<file path="config.mk">
export PLATFORM = sky130hd
export DESIGN_NAME = eco_queue
export DESIGN_NICKNAME = d
export VERILOG_FILES = /design/src/sv/euler_camera_orientation_defines.svh /design/src/sv/eco_pkg.sv /design/src/sv/eco_queue.sv
export SDC_FILE = /design/constraint.sdc
export NUM_CORES = 1
export LEC_CHECK = 0
export ABC_AREA = 1
export BUFFER_PORTS_ARGS = -buffer_cell sky130_fd_sc_hd__clkbuf_2
export CELL_PAD_IN_SITES_DETAIL_PLACEMENT = 1
export CELL_PAD_IN_SITES_GLOBAL_PLACEMENT = 1
export CORE_ASPECT_RATIO = 0.9
export CORE_UTILIZATION = 41
export DETAILED_ROUTE_END_ITERATION = 8
export PLACE_DENSITY_LB_ADDON = 0.15
export SLEW_MARGIN = 40
export SYNTH_ARGS = -nofsm -noshare
export SYNTH_HDL_FRONTEND = slang
export SYNTH_SLANG_ARGS = --single-unit
</file>
<file path="constraint.sdc">
create_clock -name clk -period 2.47 [get_ports clk]
set_input_delay 0.247 -clock clk [delete_from_list [all_inputs] [get_ports clk]]
set_output_delay 0.247 -clock clk [all_outputs]
set_load 0.05 [all_outputs]
</file>
<file path="src/sv/euler_camera_orientation_defines.svh">
// Assertion helpers, used by the top-level module.
`ifndef EULER_CAMERA_ORIENTATION_DEFINES_SVH
`define EULER_CAMERA_ORIENTATION_DEFINES_SVH

// Condition must hold at every rising clock edge out of reset.
`define ECO_ASSERT_ALWAYS(lbl, cond, msg) \
	lbl: assert property (@(posedge clk) disable iff (!arst_n) (cond)) else $error(msg);

// Implication in the same cycle.
`define ECO_ASSERT_IMPLY(lbl, ante, cons, msg) \
	lbl: assert property (@(posedge clk) disable iff (!arst_n) (ante) |-> (cons)) else $error(msg);

// Implication checked in the cycle after the antecedent.
`define ECO_ASSERT_NEXT(lbl, ante, cons, msg) \
	lbl: assert property (@(posedge clk) disable iff (!arst_n) (ante) |=> (cons)) else $error(msg);

`endif

</file>
<file path="src/sv/eco_pkg.sv">
`default_nettype none
package eco_pkg;

	localparam int VECTOR_FRAC_BITS_DEF = 14;
	localparam int TRIG_ITERATIONS_DEF  = 16;

	localparam logic [15:0] SENS_RESET = 16'd6554;
	localparam logic signed [16:0] HEADING_RESET = -17'sd23040;
	localparam int HALF_TURN_Q8   = 46080;
	localparam int QUARTER_Q8     = 23040;
	localparam int FULL_TURN_Q8   = 92160;
	localparam int PITCH_LIMIT_Q8 = 22784;
	// bias that makes any heading sum positive before the modulo sweep
	localparam int WRAP_BIAS      = FULL_TURN_Q8 * 128;
	localparam int INNER_FRAC     = 30;
	localparam logic signed [32:0] CORDIC_START = 33'sd652032874;

	typedef struct packed {
		logic signed [16:0] heading;
		logic signed [15:0] elevation;
		logic               clamped;
	} item_t;

	typedef struct packed {
		logic full;
		logic empty;
	} qstat_t;

	// atan(2^-i) in degrees, Q.24
	function automatic logic signed [32:0] eco_atan(input logic [4:0] i);
		logic signed [32:0] r;
		case (i)
			5'd0:  r = 33'sd754974720;
			5'd1:  r = 33'sd445687602;
			5'd2:  r = 33'sd235489088;
			5'd3:  r = 33'sd119537938;
			5'd4:  r = 33'sd60000936;
			5'd5:  r = 33'sd30029717;
			5'd6:  r = 33'sd15018523;
			5'd7:  r = 33'sd7509720;
			5'd8:  r = 33'sd3754917;
			5'd9:  r = 33'sd1877466;
			5'd10: r = 33'sd938734;
			5'd11: r = 33'sd469367;
			5'd12: r = 33'sd234684;
			5'd13: r = 33'sd117342;
			5'd14: r = 33'sd58671;
			5'd15: r = 33'sd29335;
			5'd16: r = 33'sd14668;
			5'd17: r = 33'sd7334;
			5'd18: r = 33'sd3667;
			5'd19: r = 33'sd1833;
			5'd20: r = 33'sd917;
			5'd21: r = 33'sd458;
			5'd22: r = 33'sd229;
			5'd23: r = 33'sd115;
			default: r = 33'sd0;
		endcase
		return r;
	endfunction

endpackage
`default_nettype wire

</file>
<file path="src/sv/eco_queue.sv">
`default_nettype none
module eco_queue import eco_pkg::*; (
	input  wire logic clk,
	input  wire logic arst_n,
	input  wire logic push,
	input  item_t     push_item,
	input  wire logic pop,
	output item_t     head,
	output qstat_t    stat
);

	item_t ent_q [2];
	logic wr_q, rd_q;
	logic [1:0] cnt_q;

	assign head = ent_q[rd_q];
	assign stat = '{full: (cnt_q == 2'd2), empty: (cnt_q == 2'd0)};

	always_ff @(posedge clk) begin
		if (push) ent_q[wr_q] <= push_item;
	end

	always_ff @(posedge clk or negedge arst_n) begin
		if (!arst_n) begin
			wr_q  <= 1'b0;
			rd_q  <= 1'b0;
			cnt_q <= '0;
		end else begin
			if (push) wr_q <= ~wr_q;
			if (pop)  rd_q <= ~rd_q;
			cnt_q <= cnt_q + 2'(push) - 2'(pop);
		end
	end

endmodule
`default_nettype wire

</file>
After elaboration in Yosys (flattened, before gate mapping)
Memories as Yosys holds them, arrays and structs flattened. Cells that the tools add are included.

Flip-flop bits (word level): 4. RAM bits: 68. Bits of input ports: 38. Word-level logic and storage cells: 12. Memories: 1.

Memories: ent_q (words 2, width 34, rd ports 1, clocked after Yosys merged registers in 0, write ports 1, RTL line eco_queue.sv:12) `item_t ent_q [2];`.

Add/sub/neg operators: 2. Equality and inequality tests: 1. Multiplexer cells: 2. Bitwise gates (word level): 2. Reduce and logical (&&, ||, !) cells: 1.

Operator list (count): $add 2x1->2 (1); $eq 2x2->1 const B (1); $logic_not 2->1 (1); $mux 1 (2); $not 1->1 (2); $sub 2x1->2 (1).

Logic depth before layout (Yosys ltp)
Gate-level depths: netlist of run 1.

Word-level depth: 2. Mapped depth: 7. Depth with buffers taken out: 7.

Worst setup path before layout of run 1
Ideal clock, no wire load.

Path kind: flip-flop to flip-flop. Start: reg wr_q. End: mem ent_q[0][0] (netlist name), enable pin. Setup time: 0.426 ns. Data arrival time: 1.847 ns. Slack: 0.197 ns. Stages on the path, launching flop included: 2. Cell sequence: dfrtp_1 > nor2_1.

RTL lines: start: declaration (RTL line eco_queue.sv:13) `logic wr_q, rd_q;`; start signal: assignment (RTL line eco_queue.sv:29) `if (push) wr_q <= ~wr_q;`; end: declaration (RTL line eco_queue.sv:12).

No word-level cell before the write port.

==> run metrics, run 1 <==
outcome complete, no violations; final hold violation count 0; Tot Pwr 4710 uW; H-Tree Depth 3; post-route cell area around 3400 um2; crit path DAT around 1.8 ns; Crit Path Class reg2out; 1st-pass router iterations 4; Util after Layout 52.4%; Max stage delay cell, worst path dfrtp_2; clk_skew 0.00965 ns; post-DP HPWL 3.76 mm; port buffer count 73; root buf cell clkbuf_8; Synth Area per Inst 13.7 um2; met1 Track Usage GR 16.9%; DR iter-0 viols 38; largest net degree at the start of global routing 36; initial antenna violation count 0; worst slew pin tran 0.598 ns; number of global-route vias before repair 1838; P_sw about 2200 uW; height of the die 80.0 um; final setup TNS 0 ns; WL final between 5 and 6 mm; most used routing layer met2; Reg power frac between 30% and 40%; Comb power frac a little over two fifths; VDD IR max 607 uV; Critical Path Max Stage Delay 0.71 ns; Finish-stage setup viols 0; Routed Antenna Nets 0; vias per inst roughly 4.5; Slew Limit Fails 0; GR Util met3 4.45%; die area 7100 um2; Max Freq 485 MHz; row cnt 28; Synth cell types 15; Clock transition at path regs approximately 0.080 ns; core area between 6000 and 7000 um2; crit start category register; worst hold path type in2reg; layout cell share with drive strength beyond 1 34.6%; max cap viols 0; CP Capture Type output port; M2 GR Usage 30.8%; WP buf/inv 2; post-CTS sizing 0; Die W 88.7 um; Cells after Synth 203; CTS tree yes; syn nets 243; minimum clock period after layout 2.06 ns; Post-Place Cells 363; Final Wtd Congestion about 0.74; RSZ-0062 raised after global routing false; Seq cells post-synth a little over 70; CP Cell Sequence buf_12 -> nand2_1 -> o21ai_1 -> clkbuf_2; Final #Nets ~330; max_slew headroom about three fifths; Antenna Cells 0; Longest Clk Path Bufs 2; overflow left after global routing 0; leakage power ~0.0015 uW; IO Pins 74; WP data required between 2 and 2.5 ns; dpl cell area 3230 um2; Switching Share approximately 47%; crit path max fanout 35; Avg WL per Cell approximately 14 um; Netlist Area Pre-Place 2770 um2; P_int 2510 uW; Clk Latency, worst-skew pair 0.34 ns; DRC 0; PwrDens 1370 nW/um2; Initial Util 42.3%; cell class contributing the biggest share of worst-path delay flip-flops; Area Growth Syn to Fin 23.7%; clock share of power roughly a fifth; Tcrit/Tclk final 83.5%; sequential cell area fraction in the yosys report 77.3%; first-pass GRT wire length 8.34 mm; Ys Warns 0; gr usage total roughly 17%; final std cells w/o fill between 300 and 400; routed via count 1706; TritonCTS buffer count 9; clk sinks 72
==> power groups by stage <==
| stage | combinational [uW] | sequential [uW] | clock [uW] |
|---|---|---|---|
| 5_1_grt | 2180 | 1810 | 961 |
| 4_1_cts | 2090 | 1780 | 914 |
| 3_3_place_gp | 2040 | 1790 | 0 |
| 6_report | 2050 | 1770 | 888 |
| 2_1_floorplan | 1710 | 1710 | 0 |
| 3_5_place_dp | 2080 | 1810 | 0 |
==> path summary, 6_finish.rpt <==
path | from | to | slack [ns] | depth (start not counted)
min in group asynchronous | arst_n | cnt_q[1] | 0.25 | 2
setup reg to reg | wr_q | ent_q[0][14] | 0.94 | 2
setup / recovery | rd_q | head[26] | 0.41 | 4
hold reg to reg | wr_q | wr_q | 0.54 | 1
hold / removal | push_item[21] | ent_q[0][21] | 0.09 | 1
max in group asynchronous | arst_n | rd_q | 2.07 | 2
==> kinds of logic (layout without fill, tap and decap cells) <==
| logic type | count (synthesis) | count (layout) | synth area share [%] |
|---|---|---|---|
| compound gates | 34 | 34 | 6.95 |
| xor+xnor | 2 | 2 | 0.632 |
| flops | 72 | 72 | 77.3 |
| fa+ha+maj | 2 | 2 | 0.902 |
| buf+inv | 49 | 135 | 8.26 |
| simple gates | 44 | 44 | 6.00 |
==> timing repair <==
item / 4_1_cts / 5_1_grt
buffers inserted: 0 / 0
endpoints found under the hold margin: 4 / 0
hold buffers: 1 / 0
==> flip-flops by register name (all words and copies together) (netlist names) <==
signal,count
cnt_q,2
rd_q,1
ent_q,68
wr_q,1
==> cells in the final DEF, fill, tap and decap left out <==
cell           netlist  layout
buf_12               0       1
buf_4                1       4
bufinv_16            0       1
clkbuf_1             0       1
clkbuf_2             0      73
clkbuf_8             0       9
clkinv_2             0       1
clkinv_4             0       1
clkinvlp_4           0       2
dfrtp_1              4       3
dfrtp_2              0       1
dlygate4sd3_1        0       1
edfxtp_1            68      68
ha_1                 2       2
inv_1               41      41
nand2_1             40      40
nand3_1              1       1
nor2_1               3       2
nor2_4               0       1
o21ai_0             23      23
o21ai_1              5       5
o21ai_2              6       6
xor2_1               2       2
==> routing by layer <==
metal	vias to the layer above	wire length, um
met5	-	0
met4	0	87
met3	10	240
met2	46	2910
met1	810	2070
li1	840	-
==> cells in the mapped netlist (all sizes together) <==
cell type  instances  share of area [%]
o21ai             34                6.9
ha                 2               0.90
nand2             40                5.4
xor2               2               0.63
inv               41                5.6
nor2               3               0.41
dfrtp              4                3.6
nand3              1               0.18
edfxtp            68                 74
buf                8                2.7
==> per-stage QoR <==
step                      setup WS, ns  hold WS, ns
after floorplan                  0.197      -0.0486
after global placement           0.789       0.0683
after detailed placement         0.738       0.0695
after CTS                        0.350       0.0742
after global routing             0.261       0.0795
final                            0.408       0.0916
==> layout make-up <==
type | count | area [um2]
Fill cell | 708 | 3120
Clock buffer | 10 | 128
Timing Repair Buffer | 79 | 425
Clock inverter | 5 | 58.8
Sequential cell | 72 | 2140
Tap cell | 90 | 113
Multi-Input combinational cell | 82 | 409
Inverter | 41 | 154
No activity file was read; power rests on OpenSTA's default activity.
==> inputs of run 2 (changes only) <==
- clock period: 2.47 -> 2.14 ns (I/O delays scaled with it)
==> run metrics, run 2 (same netlist as run 1, synthesis figures left out) <==
VDD IR max 869 uV; gr usage total between 10% and 20%; hold path cells 1; crit path DAT between 1.5 and 2 ns; Fillers 697; setup bufs post-CTS 0; core area 6550 um2; max cap viols 0; TritonCTS buffer count 9; crit start category register; worst hold path type in2reg; post-DP HPWL 3.40 mm; worst slew pin tran 0.464 ns; Avg WL per Cell about 13 um; Hold Startpoint push_item[21]; Clk Latency, worst-skew pair 0.33 ns; commonest non-fill, non-tap cell in the layout clkbuf_2; H-Tree Depth 3; largest registers ent_q x68, cnt_q x2; largest net degree at the start of global routing 37; final hold violation count 0; register-to-register path setup slack 0.84 ns; Setup WS pre-CTS around 0.38 ns; vias per inst approximately 4.5; Tcrit/Tclk final 94.2%; Final #Nets around 320; RR Endpoint ent_q[1][12]; crit path max fanout 36; Die W 88.7 um; register area 2150 um2; height of the die 80.0 um; worst setup margin 0.123 ns; 1st-pass router iterations 2; initial antenna violation count 0; port buffer count between 70 and 80; Max Freq 496 MHz; Finish-stage setup viols 0; root buf cell clkbuf_8; CTS tree yes; Largest register FFs 68; overflow left after global routing 0; max_slew headroom 69.1%; Final Wtd Congestion 0.691; leakage power 0.00152 uW; IO Pins 74; outcome complete, no violations; WP data required 1.93 ns; Area Growth Syn to Fin 24.5%; most frequent cells in the layout clkbuf_2 (73), edfxtp_1 (68), inv_1 (41), nand2_1 (40), o21ai_0 (23); die area 7100 um2; first-pass GRT wire length 7.57 mm; Initial Util 42.3%; row cnt 28; WHS 0.0673 ns; routed via count 1710; PwrDens around 1600 nW/um2; layout cell share with drive strength beyond 1 34.3%; final setup TNS 0 ns; DRC 0; Largest Register ent_q; clk sinks 72; number of global-route vias before repair around 1600; Clock transition at path regs 0.08 ns; area occupied by multi-input gates 409 um2; RSZ-0062 raised after global routing false; Routed Antenna Nets 0; clk_skew 0.00866 ns; FF-to-FF Start wr_q; Longest Clk Path Bufs 2; Antenna Cells 0; Hold Path Sink ent_q[1][21]; cells on worst reg2reg path 3; Crit Path Class reg2out; minimum clock period after layout 2.02 ns; Slew Limit Fails 0; DR iter-0 viols between 40 and 50; WL final about 5.1 mm; CP Capture Type output port
-- run 2: changes by cell type in the layout (fill, tap and decap cells not counted) --
cell / before / now
buf_4: 4 / 3
bufinv_16: 1 / 2
clkbuf_1: 1 / 2
clkinvlp_4: 2 / 1
dfrtp_2: 1 / 0
dfrtp_4: 0 / 1
-- run 2: final cells by class --
cell class / instances / share of cell area, %
Sequential cell: 72 / 62.2
Timing Repair Buffer: 78 / 12.1
Multi-Input combinational cell: 82 / 11.9
Inverter: 41 / 4.46
Clock buffer: 11 / 3.81
Tap cell: 90 / 3.26
Clock inverter: 5 / 2.36
-- run 2: metrics by stage --
step	total power, uW	utilization (%)	std cells	instance area [um2]
6_report	5540	52.7	379	3450
5_1_grt	5820	52.7	379	3450
4_1_cts	5610	52.7	379	3450
3_5_place_dp	4450	49.3	362	3230
3_3_place_gp	4400	49.3	362	3230
2_1_floorplan	3940	-	203	2780
-- run 2: worst max-delay path: stages (launching register included) --
cell	delay [ns]
dfrtp_4	0.63
buf_12	0.23
o21ai_0	0.26
clkbuf_2	0.33
-- run 2: timing repair --
action                                  CTS  global route
gates resized for setup                   0             1
hold buffers                              1             0
endpoints found under the setup margin    0            11
hold endpoints to repair                  4             0
-- run 2: power breakdown --
| group | internal (uW) | switching (uW) |
|---|---|---|
| logic | 487 | 1840 |
| registers | 1880 | 174 |
| clock network | 658 | 493 |
-- run 2: worst max path at each step --
stage / start / end / slack (ns)
floorplan: rd_q / head[10] / 0.19
global placement: rd_q / head[26] / 0.47
detailed placement: rd_q / head[33] / 0.38
CTS: rd_q / head[33] / 0.02
global route: rd_q / head[33] / 0.04
finish: rd_q / head[33] / 0.12
-- run 2: per-layer routing --
metal,global-route usage [%],part of all wire [%],up-vias
met4,6.77,1.2,0
met3,3.93,4.6,8
li1,-,-,836
met2,26.0,52,42
met1,17.3,43,824
met5,0,0,-
==> inputs of run 3 (changes only) <==
- BUFFER_PORTS_ARGS: -buffer_cell sky130_fd_sc_hd__clkbuf_2 -> -buffer_cell sky130_fd_sc_hd__buf_2
==> run metrics, run 3 (same netlist as run 1, synthesis figures left out) <==
Final Wtd Congestion 0.666; crit start category register; DRC 0; Avg WL per Cell 13.2 um; root buf cell clkbuf_8; final setup TNS 0 ns; hold path cells 1; clock share of power 16.7%; WP data required about 1.9 ns; Tcrit/Tclk final 89.3%; RSZ-0062 raised after global routing false; P_sw between 2000 and 2500 uW; final std cells w/o fill 380; routed via count between 1500 and 2000; CP Capture Type output port; Final #Nets 325; Clk Latency, worst-skew pair 0.33 ns; 1st-pass router iterations 4; DR iter-0 viols 36; Largest Register ent_q; Post-Place Cells 363; worst hold path type in2reg; Initial Util a little over two fifths; H-Tree Depth 3; gr usage total 15.6%; max cap viols 0; Finish-stage setup viols 0; dpl cell area 3250 um2; register area 2140 um2; final hold violation count 0; clk sinks 72; Routed Antenna Nets 0; Longest Clk Path Bufs 2; WHS 0.0699 ns; Fillers 724; outcome complete, no violations; core area 6550 um2; Critical Path Max Stage Delay roughly 0.65 ns; CTS tree yes; height of the die about 80 um; TritonCTS buffer count 9; IO Pins between 70 and 80; post-CTS sizing 0; first-pass GRT wire length roughly 7.7 mm; Util after Layout 52.2%; area occupied by multi-input gates 409 um2; Largest register FFs 68; row cnt 28; worst slew pin tran 0.534 ns; crit path DAT 1.70 ns; largest net degree at the start of global routing 30; Clock transition at path regs 0.07 ns; Comb power frac 45.1%; crit path max fanout 29; max_slew headroom 64.3%; largest registers ent_q x68, cnt_q x2; most frequent cells in the layout buf_2 (73), edfxtp_1 (68), inv_1 (41), nand2_1 (40), o21ai_0 (23); Antenna Cells 0; minimum clock period after layout 1.91 ns; P_int 2850 uW; post-route cell area approximately 3400 um2; port buffer count 73; overflow left after global routing 0; Crit Path Class reg2out; PwrDens 1550 nW/um2; CP Cell Sequence buf_4 -> nand2_1 -> o21ai_0 -> buf_2; Max stage delay cell, worst path dfrtp_2; Reg power frac 38.2%; WL final 5.01 mm; Switching Share 46.3%; VDD IR max between 800 and 900 uV; Area Growth Syn to Fin 23.3%; Max Freq 523 MHz; die area 7100 um2; commonest non-fill, non-tap cell in the layout buf_2; initial antenna violation count 0; leakage power 0.00149 uW; Slew Limit Fails 0; cells on worst reg2reg path 2; number of global-route vias before repair 1748; vias per inst 4.53; post-DP HPWL 3.53 mm; clk_skew 0.00566 ns; layout cell share with drive strength beyond 1 33.4%; Die W roughly 89 um
[run 3: cell count changes in the layout (fill, tap and decap cells not counted)]
cell        before  now
buf_2            0   73
clkbuf_2        73    0
bufinv_16        2    0
clkbuf_1         2    4
buf_12           1    2
clkbuf_8         9   10
clkinv_1         0    1
clkinv_4         1    0
clkinvlp_4       1    0
dfrtp_2          0    1
dfrtp_4          1    0
[run 3: per-layer routing]
layer  track usage, %  wire length, um  vias up
met5                0                0        -
met4             8.71               69        0
met3             4.96              291        8
met2             27.2             2660       44
met1             16.4             1990      832
li1                 -                -      837
[run 3: cell type report]
| type | instances | share of cell area (%) |
|---|---|---|
| sequential | 72 | 62.7 |
| timing repair buffer | 79 | 12.8 |
| multi-input combinational | 82 | 12.0 |
| inverter | 41 | 4.50 |
| clock buffer | 14 | 4.47 |
| tap | 90 | 3.29 |
| clock inverter | 2 | 0.256 |
[run 3: critical path, delay by kind of cell (launching register included)]
| kind | cells | cell delay (ns) |
|---|---|---|
| DFF | 1 | 0.65 |
| buffers and inverters | 2 | 0.58 |
| AOI/OAI and AO/OA | 1 | 0.07 |
| and+or+nand+nor | 1 | 0.06 |
[run 3: worst paths after layout]
path	start	end	slack, ns
max	rd_q	head[18]	0.23
min	push_item[9]	ent_q[0][9]	0.07
max reg2reg	wr_q	ent_q[0][2]	0.70
min reg2reg	wr_q	wr_q	0.57
max in group asynchronous	arst_n	rd_q	1.77
min in group asynchronous	arst_n	cnt_q[1]	0.24
[run 3: what timing repair did]
| action | 4_1_cts | 5_1_grt |
|---|---|---|
| hold endpoints to repair | 4 | 0 |
| buffers inserted | 0 | 0 |
| hold buffers | 1 | 0 |
[run 3: per-stage QoR]
step	total power (uW)	worst slack (ns)
floorplan	3940	0.192
global placement	4430	0.579
detailed placement	4490	0.548
CTS	5390	0.176
global route	5600	0.0655
finish	5310	0.229
[run 3: power by group through the flow]
stage / Sequential, uW / Combinational (uW) / Clock (uW)
after CTS: 2040 / 2430 / 924
after detailed placement: 2070 / 2420 / 0
final: 2030 / 2390 / 887
after global placement: 2050 / 2380 / 0
after floorplan: 1970 / 1970 / 0
after global routing: 2070 / 2550 / 983
