===== src/sv/euler_camera_orientation_defines.svh =====
// Assertion helpers, used by the top-level module.
`ifndef EULER_CAMERA_ORIENTATION_DEFINES_SVH
`define EULER_CAMERA_ORIENTATION_DEFINES_SVH

// Condition must hold at every rising clock edge out of reset.
`define ECO_ASSERT_ALWAYS(lbl, cond, msg) \
	lbl: assert property (@(posedge clk) disable iff (!arst_n) (cond)) else $error(msg);

// Implication in the same cycle.
`define ECO_ASSERT_IMPLY(lbl, ante, cons, msg) \
	lbl: assert property (@(posedge clk) disable iff (!arst_n) (ante) |-> (cons)) else $error(msg);

// Implication checked in the cycle after the antecedent.
`define ECO_ASSERT_NEXT(lbl, ante, cons, msg) \
	lbl: assert property (@(posedge clk) disable iff (!arst_n) (ante) |=> (cons)) else $error(msg);

`endif


===== src/sv/eco_pkg.sv =====
`default_nettype none
package eco_pkg;

	localparam int VECTOR_FRAC_BITS_DEF = 14;
	localparam int TRIG_ITERATIONS_DEF  = 16;

	localparam logic [15:0] SENS_RESET = 16'd6554;
	localparam logic signed [16:0] HEADING_RESET = -17'sd23040;
	localparam int HALF_TURN_Q8   = 46080;
	localparam int QUARTER_Q8     = 23040;
	localparam int FULL_TURN_Q8   = 92160;
	localparam int PITCH_LIMIT_Q8 = 22784;
	// bias that makes any heading sum positive before the modulo sweep
	localparam int WRAP_BIAS      = FULL_TURN_Q8 * 128;
	localparam int INNER_FRAC     = 30;
	localparam logic signed [32:0] CORDIC_START = 33'sd652032874;

	typedef struct packed {
		logic signed [16:0] heading;
		logic signed [15:0] elevation;
		logic               clamped;
	} item_t;

	typedef struct packed {
		logic full;
		logic empty;
	} qstat_t;

	// atan(2^-i) in degrees, Q.24
	function automatic logic signed [32:0] eco_atan(input logic [4:0] i);
		logic signed [32:0] r;
		case (i)
			5'd0:  r = 33'sd754974720;
			5'd1:  r = 33'sd445687602;
			5'd2:  r = 33'sd235489088;
			5'd3:  r = 33'sd119537938;
			5'd4:  r = 33'sd60000936;
			5'd5:  r = 33'sd30029717;
			5'd6:  r = 33'sd15018523;
			5'd7:  r = 33'sd7509720;
			5'd8:  r = 33'sd3754917;
			5'd9:  r = 33'sd1877466;
			5'd10: r = 33'sd938734;
			5'd11: r = 33'sd469367;
			5'd12: r = 33'sd234684;
			5'd13: r = 33'sd117342;
			5'd14: r = 33'sd58671;
			5'd15: r = 33'sd29335;
			5'd16: r = 33'sd14668;
			5'd17: r = 33'sd7334;
			5'd18: r = 33'sd3667;
			5'd19: r = 33'sd1833;
			5'd20: r = 33'sd917;
			5'd21: r = 33'sd458;
			5'd22: r = 33'sd229;
			5'd23: r = 33'sd115;
			default: r = 33'sd0;
		endcase
		return r;
	endfunction

endpackage
`default_nettype wire


===== src/sv/eco_back.sv =====
`default_nettype none
module eco_back import eco_pkg::*; #(
	parameter int VECTOR_FRAC_BITS = VECTOR_FRAC_BITS_DEF,
	parameter int TRIG_ITERATIONS  = TRIG_ITERATIONS_DEF
) (
	input  wire logic          clk,
	input  wire logic          arst_n,
	input  qstat_t             stat,
	input  item_t              head,
	output logic               pop,
	output logic               out_valid,
	input  wire logic          out_stall,
	output logic signed [15:0] front_x,
	output logic signed [15:0] front_y,
	output logic signed [15:0] front_z,
	output logic signed [15:0] right_x,
	output logic signed [15:0] right_z,
	output logic signed [15:0] up_x,
	output logic signed [15:0] up_y,
	output logic signed [15:0] up_z,
	output logic signed [16:0] heading_now,
	output logic signed [15:0] elevation_now,
	output logic               elevation_clamped
);

	localparam int IW = $clog2(TRIG_ITERATIONS);
	localparam int S1 = INNER_FRAC - VECTOR_FRAC_BITS;
	localparam int S2 = 2 * INNER_FRAC - VECTOR_FRAC_BITS;

	localparam logic [1:0] B_IDLE = 2'd0;
	localparam logic [1:0] B_ROT  = 2'd1;
	localparam logic [1:0] B_MUL  = 2'd2;
	localparam logic [1:0] B_OUT  = 2'd3;

	logic [1:0] state_q;
	item_t item_q;
	logic [IW-1:0] it_q;
	logic [2:0] mi_q;
	logic flip_h_q, flip_p_q;
	logic signed [32:0] xh_q, yh_q, zh_q, xp_q, yp_q, zp_q;
	logic signed [32:0] xh_nx, yh_nx, zh_nx, xp_nx, yp_nx, zp_nx;
	logic signed [32:0] atan_v;
	logic signed [31:0] cy_q, sy_q, cp_q, sp_q;
	logic signed [31:0] mul_a;
	logic signed [32:0] mul_b;
	logic signed [64:0] prod_s1;
	logic signed [15:0] pv_q [4];
	logic signed [16:0] hf, pf;
	logic h_flip, p_flip;
	logic out_free;

	function automatic logic signed [15:0] clamp_vec(input logic signed [65:0] v);
		logic signed [65:0] lim;
		logic signed [65:0] r;
		lim = 66'sd1 <<< VECTOR_FRAC_BITS;
		if (v > lim) r = lim;
		else if (v < -lim) r = -lim;
		else r = v;
		return r[15:0];
	endfunction

	function automatic logic signed [15:0] vec1(input logic signed [32:0] v);
		logic signed [33:0] r;
		r = (34'(v) + (34'sd1 <<< (S1 - 1))) >>> S1;
		return clamp_vec(66'(r));
	endfunction

	// fold into [-90,90]; both sine and cosine change sign
	always_comb begin
		hf = head.heading;
		h_flip = 1'b0;
		if (head.heading > 17'sd23040) begin
			hf = head.heading - 17'(HALF_TURN_Q8);
			h_flip = 1'b1;
		end else if (head.heading < -17'sd23040) begin
			hf = head.heading + 17'(HALF_TURN_Q8);
			h_flip = 1'b1;
		end
		pf = 17'(head.elevation);
		p_flip = 1'b0;
		if (pf > 17'(QUARTER_Q8)) begin
			pf = pf - 17'(HALF_TURN_Q8);
			p_flip = 1'b1;
		end else if (pf < -17'(QUARTER_Q8)) begin
			pf = pf + 17'(HALF_TURN_Q8);
			p_flip = 1'b1;
		end
	end

	assign atan_v = eco_atan(5'(it_q));

	always_comb begin
		if (!zh_q[32]) begin
			xh_nx = xh_q - (yh_q >>> it_q);
			yh_nx = yh_q + (xh_q >>> it_q);
			zh_nx = zh_q - atan_v;
		end else begin
			xh_nx = xh_q + (yh_q >>> it_q);
			yh_nx = yh_q - (xh_q >>> it_q);
			zh_nx = zh_q + atan_v;
		end
		if (!zp_q[32]) begin
			xp_nx = xp_q - (yp_q >>> it_q);
			yp_nx = yp_q + (xp_q >>> it_q);
			zp_nx = zp_q - atan_v;
		end else begin
			xp_nx = xp_q + (yp_q >>> it_q);
			yp_nx = yp_q - (xp_q >>> it_q);
			zp_nx = zp_q + atan_v;
		end
	end

	// product order: cy*cp, sy*cp, -cy*sp, -sy*sp
	always_comb begin
		case (mi_q)
			3'd0: begin mul_a = cy_q; mul_b = 33'(cp_q); end
			3'd1: begin mul_a = sy_q; mul_b = 33'(cp_q); end
			3'd2: begin mul_a = cy_q; mul_b = -33'(sp_q); end
			3'd3: begin mul_a = sy_q; mul_b = -33'(sp_q); end
			default: begin mul_a = '0; mul_b = '0; end
		endcase
	end

	assign pop = (state_q == B_IDLE) && !stat.empty;
	assign out_free = !out_valid || !out_stall;

	always_ff @(posedge clk) begin
		if (pop) begin
			item_q   <= head;
			flip_h_q <= h_flip;
			flip_p_q <= p_flip;
			xh_q <= CORDIC_START;
			yh_q <= '0;
			zh_q <= 33'(hf) <<< 16;
			xp_q <= CORDIC_START;
			yp_q <= '0;
			zp_q <= 33'(pf) <<< 16;
		end else if (state_q == B_ROT) begin
			xh_q <= xh_nx;
			yh_q <= yh_nx;
			zh_q <= zh_nx;
			xp_q <= xp_nx;
			yp_q <= yp_nx;
			zp_q <= zp_nx;
			if (it_q == IW'(TRIG_ITERATIONS - 1)) begin
				cy_q <= flip_h_q ? 32'(-xh_nx) : 32'(xh_nx);
				sy_q <= flip_h_q ? 32'(-yh_nx) : 32'(yh_nx);
				cp_q <= flip_p_q ? 32'(-xp_nx) : 32'(xp_nx);
				sp_q <= flip_p_q ? 32'(-yp_nx) : 32'(yp_nx);
			end
		end
		if (state_q == B_MUL) begin
			prod_s1 <= mul_a * mul_b;
			if (mi_q != 3'd0) begin
				pv_q[2'(mi_q - 3'd1)] <=
					clamp_vec((66'(prod_s1) + (66'sd1 <<< (S2 - 1))) >>> S2);
			end
		end
		if (state_q == B_OUT && out_free) begin
			front_x <= pv_q[0];
			front_z <= pv_q[1];
			up_x    <= pv_q[2];
			up_z    <= pv_q[3];
			front_y <= vec1(33'(sp_q));
			right_x <= vec1(-33'(sy_q));
			right_z <= vec1(33'(cy_q));
			up_y    <= vec1(33'(cp_q));
			heading_now       <= item_q.heading;
			elevation_now     <= item_q.elevation;
			elevation_clamped <= item_q.clamped;
		end
	end

	always_ff @(posedge clk or negedge arst_n) begin
		if (!arst_n) begin
			state_q   <= B_IDLE;
			it_q      <= '0;
			mi_q      <= '0;
			out_valid <= 1'b0;
		end else begin
			if (out_valid && !out_stall) out_valid <= 1'b0;
			case (state_q)
				B_IDLE: begin
					if (pop) begin
						it_q    <= '0;
						state_q <= B_ROT;
					end
				end
				B_ROT: begin
					it_q <= it_q + IW'(1);
					if (it_q == IW'(TRIG_ITERATIONS - 1)) begin
						mi_q    <= '0;
						state_q <= B_MUL;
					end
				end
				B_MUL: begin
					mi_q <= mi_q + 3'd1;
					if (mi_q == 3'd4) state_q <= B_OUT;
				end
				B_OUT: begin
					if (out_free) begin
						out_valid <= 1'b1;
						state_q   <= B_IDLE;
					end
				end
				default: state_q <= B_IDLE;
			endcase
		end
	end

endmodule
`default_nettype wire


===== config.mk =====
export PLATFORM = sky130hd
export DESIGN_NAME = eco_back
export DESIGN_NICKNAME = d
export VERILOG_FILES = /design/src/sv/euler_camera_orientation_defines.svh /design/src/sv/eco_pkg.sv /design/src/sv/eco_back.sv
export SDC_FILE = /design/constraint.sdc
export NUM_CORES = 2
export LEC_CHECK = 0
export ABC_AREA = 1
export BUFFER_PORTS_ARGS = -buffer_cell sky130_fd_sc_hd__buf_4
export CAP_MARGIN = 40
export CELL_PAD_IN_SITES_DETAIL_PLACEMENT = 1
export CELL_PAD_IN_SITES_GLOBAL_PLACEMENT = 2
export CORE_UTILIZATION = 35
export CTS_BUF_LIST = sky130_fd_sc_hd__clkbuf_8
export DETAILED_ROUTE_END_ITERATION = 10
export PLACE_DENSITY_LB_ADDON = 0.1
export REMOVE_ABC_BUFFERS = 1
export SETUP_SLACK_MARGIN = 0.5
export SYNTH_ARGS = -nofsm -noshare
export SYNTH_HDL_FRONTEND = slang
export SYNTH_SLANG_ARGS = --single-unit

===== constraint.sdc =====
create_clock -name clk -period 9.75 [get_ports clk]
set_clock_uncertainty 0.1 [all_clocks]
set_input_delay 1.4625 -clock clk [delete_from_list [all_inputs] [get_ports clk]]
set_output_delay 1.4625 -clock clk [all_outputs]
set_load 0.005 [all_outputs]

Word-level counts from Yosys, hierarchy flattened
Memory sizes are Yosys's and may differ from the RTL's. A register that Yosys moved wholly into a read port is not among the register bits.
Index checks and enable logic that the tools add are counted.
{"block": "totals", "reg_bits": 535, "ramBits": 64, "mem_bits_ro": 480, "inputBits": 39, "output_inout_bits": 164, "wordCells": 167, "mem_count": 2}
{"block": "op_classes", "add_sub_neg": 30, "multipliers": 1, "order_cmp": 14, "eq_ne": 12, "shift": 4, "n_mux": 45, "n_bitwise": 1, "n_reduce_logical": 25}
{"memory": "(name not given)", "words": 16, "word_bits": 30, "rd": 1, "rd_clocked_by_memory_dff": 0, "wr": 0, "line": "eco_pkg.sv:32", "rtl": "case (i)"}
{"memory": "pv_q", "words": 4, "word_bits": 16, "rd": 4, "rd_clocked_by_memory_dff": 4, "wr": 1, "line": "eco_back.sv:47", "rtl": "logic signed [15:0] pv_q [4];"}
{"op": "33-bit 2-to-1 mux", "count": 10}
{"op": "33-bit adder", "count": 6}
{"op": "33-bit subtractor", "count": 6}
{"op": "33-bit by 4-bit >>> shifter with 33-bit output", "count": 4}
{"op": "16-bit 2-to-1 mux", "count": 8}
{"op": "32-bit 2-to-1 mux", "count": 4}
{"op": "32-bit negator", "count": 4}
{"op": "32-bit by 17-bit adder with 33-bit output, second input constant", "count": 3}
{"op": "17-bit by 16-bit greater-than comparator with 1-bit output, second input constant", "count": 4}
{"op": "17-bit 2-to-1 mux", "count": 4}
{"op": "65-bit by 47-bit adder with 66-bit output, second input constant", "count": 1}
{"op": "32-bit negator with 33-bit output", "count": 2}
{"op": "33-bit case mux with 2 select lines", "count": 1}
{"op": "32-bit by 33-bit multiplier with 65-bit output", "count": 1}
{"op": "32-bit case mux with 2 select lines", "count": 1}
{"op": "17-bit by 15-bit < comparator with 1-bit output, second input constant", "count": 3}
{"op": "33-bit by 17-bit adder with 34-bit output, second input constant", "count": 1}
{"op": "20-bit by 16-bit greater-than comparator with 1-bit output, second input constant", "count": 1}
{"op": "20-bit by 15-bit < comparator with 1-bit output, second input constant", "count": 1}
{"op": "18-bit by 16-bit greater-than comparator with 1-bit output, second input constant", "count": 1}
{"op": "18-bit by 15-bit < comparator with 1-bit output, second input constant", "count": 1}
{"op": "16-bit by 17-bit adder with 17-bit output, second input constant", "count": 1}
{"op": "17-bit adder, second input constant", "count": 1}
{"op": "17-bit by 16-bit < comparator with 1-bit output, second input constant", "count": 1}
{"op": "34 further kinds", "count": 62}

Logic depth before layout (Yosys ltp)
{"block": "depth", "depth_word": 6, "ltp_mapped": 43, "ltp_nobuf": 42}

Worst setup path after synthesis
OpenSTA, ideal clock, no wires.
{"block": "synth_path", "path_type": "register to register", "startpoint": "register it_q[3]", "endpoint": "register cp_q[0] (enable)", "setup_ns": 0.772, "arrival_ns": 9.962, "required_time_ns": 8.878, "setup_slack_ns": -1.084, "path_stages_with_launch": 8, "n_path_buf": 5, "synth_period_minus_slack_ns": 10.834, "cell_sequence": "dfrtp_1 -> buf_2 -> inv_2 -> buf_4 -> buf_2 -> buf_2 -> buf_1 -> nor3_1"}
{"block": "synth_via", "elab_chain_len": 2}
{"element": "from (decl)", "line": "eco_back.sv:37", "rtl": "logic [IW-1:0] it_q;"}
{"element": "from (signal assigned)", "line": "eco_back.sv:190", "rtl": "it_q <= it_q + IW'(1);"}
{"element": "4-bit equality test", "line": "eco_back.sv:145", "rtl": "if (it_q == IW'(TRIG_ITERATIONS - 1)) begin"}
{"element": "3-bit AND reduction (no line)"}
{"element": "to (signal assigned)", "line": "eco_back.sv:148", "rtl": "cp_q <= flip_p_q ? 32'(-xp_nx) : 32'(xp_nx);"}
{"element": "to (decl)", "line": "eco_back.sv:43", "rtl": "logic signed [31:0] cy_q, sy_q, cp_q, sp_q;"}
No other way between the ends.
A chain may end at the register's enable or synchronous reset.

Final worst setup path
{"block": "layout_path", "startpoint": "register sp_q[0]", "endpoint": "register prod_s1[50] (data pin)"}
{"block": "layout_via", "elab_chain_len": 3}
{"element": "from (decl)", "line": "eco_back.sv:43"}
{"element": "from (signal assigned)", "line": "eco_back.sv:149", "rtl": "sp_q <= flip_p_q ? 32'(-yp_nx) : 32'(yp_nx);"}
{"element": "32-bit negator with 33-bit output", "line": "eco_back.sv:118, eco_back.sv:119"}
{"element": "33-bit case mux with 2 select lines", "line": "eco_back.sv:115", "rtl": "case (mi_q)"}
{"element": "32-bit by 33-bit multiplier with 65-bit output", "line": "eco_back.sv:153", "rtl": "prod_s1 <= mul_a * mul_b;"}
{"element": "to (signal assigned)", "line": "eco_back.sv:153"}
{"element": "to (decl)", "line": "eco_back.sv:46", "rtl": "logic signed [64:0] prod_s1;"}
No other way between the ends.

==> impl_summary.log <==
INFO  metric synth_top_cell_by_area = fa_1
INFO  metric layout.filler_cells = 30400
INFO  metric grtUsageTotal = 29.0%
INFO  metric wl_per_cell = around 24 microns
INFO  metric core_area = between 0.2 and 0.25 sq mm
INFO  metric timing_worst_setup_path_type = flop to flop
INFO  metric required_arrival_time_at_the_worst_endpoint = around 10000 ps
INFO  metric grt_max_degree = around 150
INFO  metric final_hold_viol_count = 0
INFO  metric via_count = 79200
INFO  metric clock_sink_count = roughly 620
INFO  metric synthTopCellsByArea = fa_1 26%, edfxtp_1 15%, nand2_1 11%
INFO  metric worstMarginPinSlew = between 1000 and 1500 ps
INFO  metric num_ports = a little over 200
INFO  metric initial_utilization = a little over a third
INFO  metric number_of_cells_produced_by_synthesis = 11600
INFO  metric slew_margin_rel = between 30% and 40%
INFO  metric routability_driven_placement_congestion_ratio = slightly above 0.9
INFO  metric fraction_of_final_layout_cells_sized_beyond_drive_strength_1 = 9.00%
INFO  metric layout_common_cells = 2552 x nand2_1, 2091 x inv_1, 1280 x nor2_1
INFO  metric proportion_of_synthesized_chip_area_in_sequential_cells = 19.4%
INFO  metric number_of_synthesized_register_bits = around 620
INFO  metric wl = 364 mm
INFO  metric detail_route.vias_per_cell = ~5.2
INFO  metric critical_path.endpoint_type = flop
INFO  metric cp_slowest_cell = fa_2
INFO  metric worstSkewPairLatency = between 900 and 1000 ps
INFO  metric reg2reg_slack = around 640 ps
INFO  metric status = finished clean
INFO  metric die_width = approximately 500 microns
INFO  metric mostFrequentLayoutCell = nand2_1
INFO  metric drt-pass1-iter-count = 5
INFO  metric ff2ff_path_depth = 39
INFO  metric grt_pass1_wl = about 540 mm
INFO  metric ctsHtreeMaxLevel = 3
INFO  metric yosys.cell_types.count = 75
INFO  metric first_global_vias = between 80000 and 90000
INFO  metric drc_violation_total_after_the_first_tritonroute_iteration = roughly 4300
INFO  metric ys_warn_count = 0
INFO  metric cp.arrival = just under 10000 ps
INFO  metric worstReg2RegEnd = prod_s1[50]
INFO  metric root_buffer = clkbuf_8
INFO  metric timing.final.crit_period = between 9000 and 10000 ps
INFO  metric yosys.area.top_type_share = roughly a quarter
INFO  metric setup_viol_count_final = 0
INFO  metric die_height = roughly 500 microns
INFO  metric drv_cap = 0
INFO  metric drv_slew = 0
INFO  metric grt.overflow.total = 0
INFO  metric period_share = between 90% and 100%
INFO  metric rsz0062_at_grt = true
INFO  metric std_cell_rows = ~180
INFO  metric synth_area = roughly 0.087 sq mm
INFO  metric async_flop_share = around 1.6%
INFO  metric syn-mean-instance-area = 7.51 sq um
INFO  metric ant_nets = 0
INFO  metric nNetsFinal = around 13000
INFO  metric synth_edf_count = approximately 440
INFO  metric count_of_port_buffers_added_during_placement = between 200 and 250
INFO  metric dp_hpwl = ~300 mm
INFO  metric cts_max_path_buffers = 3
INFO  metric achievable-frequency = between 100 and 150 MHz
INFO  metric die-area = 0.251 sq mm
INFO  metric cts_tree = done
INFO  metric holdWs = around 250 ps
INFO  metric reg2reg_from = sp_q[0]
INFO  metric setup.worst_path.start_class = flop
INFO  metric antenna_found_initial = 13
INFO  metric drcViolationCount = 0
INFO  metric cts_made_buffers = between 100 and 150
INFO  metric cts.reportedPaths.clkPinSlew = ~60 ps
INFO  metric hold_path_class = input pin to asynchronous set/reset pin
INFO  metric max_stage_delay = a little over 600 ps
INFO  metric flow.area_growth_from_synthesis = 12.2%
INFO  metric worstPathMaxFanout = 13
INFO  metric synth-main-ff-cell = edfxtp_1
## through the flow
step           utilization (%)  setup slack, ps  cell area, sq um  std cells  TNS, ps
6_report                  39.6              640             97600      15300        0
3_5_place_dp              38.1             54.1             93800      15000        0
4_1_cts                   39.2              477             96600      15200        0
3_3_place_gp              38.0            -3.65             93500      15000    -3.65
2_1_floorplan                -            -3850             85200      11200  -558400
5_1_grt                   39.6              333             97600      15300        0
## cells by family (layout without fill, tap and decap cells)
kind of cell    Yosys count  after routing  synth area share, %
simple gates           5250           5250                 25.4
buf+inv                2517           2901                 11.3
fa+ha+maj              1527           1527                 31.6
compound gates         1255           1255                 8.05
flops                   618            618                 19.4
xor+xnor                418            418                 4.25
other cells               0              9                    0
## cell usage after synthesis, types with 12 or more instances
cell type  number
nand3b_1       12
xnor2_1        77
o21ai_0       486
nor2_2         45
nand3_1       909
o21bai_1       31
xor2_1        336
edfxtp_1      444
nor3_1        114
buf_6          24
o22ai_1        83
o31ai_1        12
clkinv_1       27
dfxtp_1       164
clkbuf_1      216
a21boi_0       16
ha_1          410
buf_4          22
a21o_1         30
o21a_1         23
buf_1          40
a31oi_1        29
nand2_2        37
o21ai_1        37
nor4_1         36
nand2_1      2571
inv_1        2076
nand4_1       131
buf_2          73
inv_2          33
or2_2          21
o211ai_1       28
o21ai_2        12
nor2_1       1310
fa_1         1117
a21oi_1       418
## registers in the layout, summed over array words and instances, names as in the netlist, 17 cells and up
name	flops
pv_q	64
item_q	34
xh_q	33
xp_q	33
yh_q	33
yp_q	33
zh_q	33
zp_q	33
cp_q	32
cy_q	32
sp_q	32
sy_q	32
prod_s1	20
heading_now	17
## per-layer routing
| layer | vias to the layer above | global-route usage, % | routed length, microns |
|---|---|---|---|
| met4 | 0 | 11.2 | 16000 |
| met2 | 1618 | 49.5 | 174000 |
| met3 | 499 | 2.92 | 13600 |
| met5 | - | 0 | 0 |
| li1 | 36900 | - | - |
| met1 | 40200 | 37.7 | 161000 |
## final cells by class
cell class | count | area (sq um) | share of cell area [%]
tap | 3312 | 4140 | 4.25
sequential | 618 | 16900 | 17.3
clock buffer | 125 | 1720 | 1.76
timing repair buffer | 534 | 4710 | 4.83
antenna | 9 | 22.5 | 0.0231
multi-input combinational | 8450 | 61100 | 62.6
inverter | 2140 | 8100 | 8.30
clock inverter | 102 | 891 | 0.913
## critical path, delay by kind of cell (launching register included)
family,cells,cell delay [ps]
and+or+nand+nor,16,2330
DFF,1,400
adders and majority gates,9,4420
xor gates and xnor gates,1,110
buffers and inverters,9,970
AOI/OAI and AO/OA,4,540
## worst max path at each step
stage	from	endpoint	slack, ps	cells past startpoint
final	sp_q[0]	prod_s1[50]	640	39
after global routing	sp_q[0]	prod_s1[62]	330	39
after CTS	mi_q[0]	prod_s1[58]	480	37
after detailed placement	mi_q[0]	prod_s1[58]	50	28
after global placement	sp_q[0]	prod_s1[58]	-4	35
after floorplan	it_q[3]	cp_q[0]	-3850	2
## repair_timing
item | 4_1_cts | 5_1_grt
gates resized for setup | 40 | 193
endpoints found under the setup margin | 20 | 20
pin swaps | 3 | 57
setup buffers | 3 | 33
hold buffers | 0 | 0
Power is left out: the tool's default activity adds up to more than one toggle a clock period on the data nets, which glitch-free logic cannot reach.
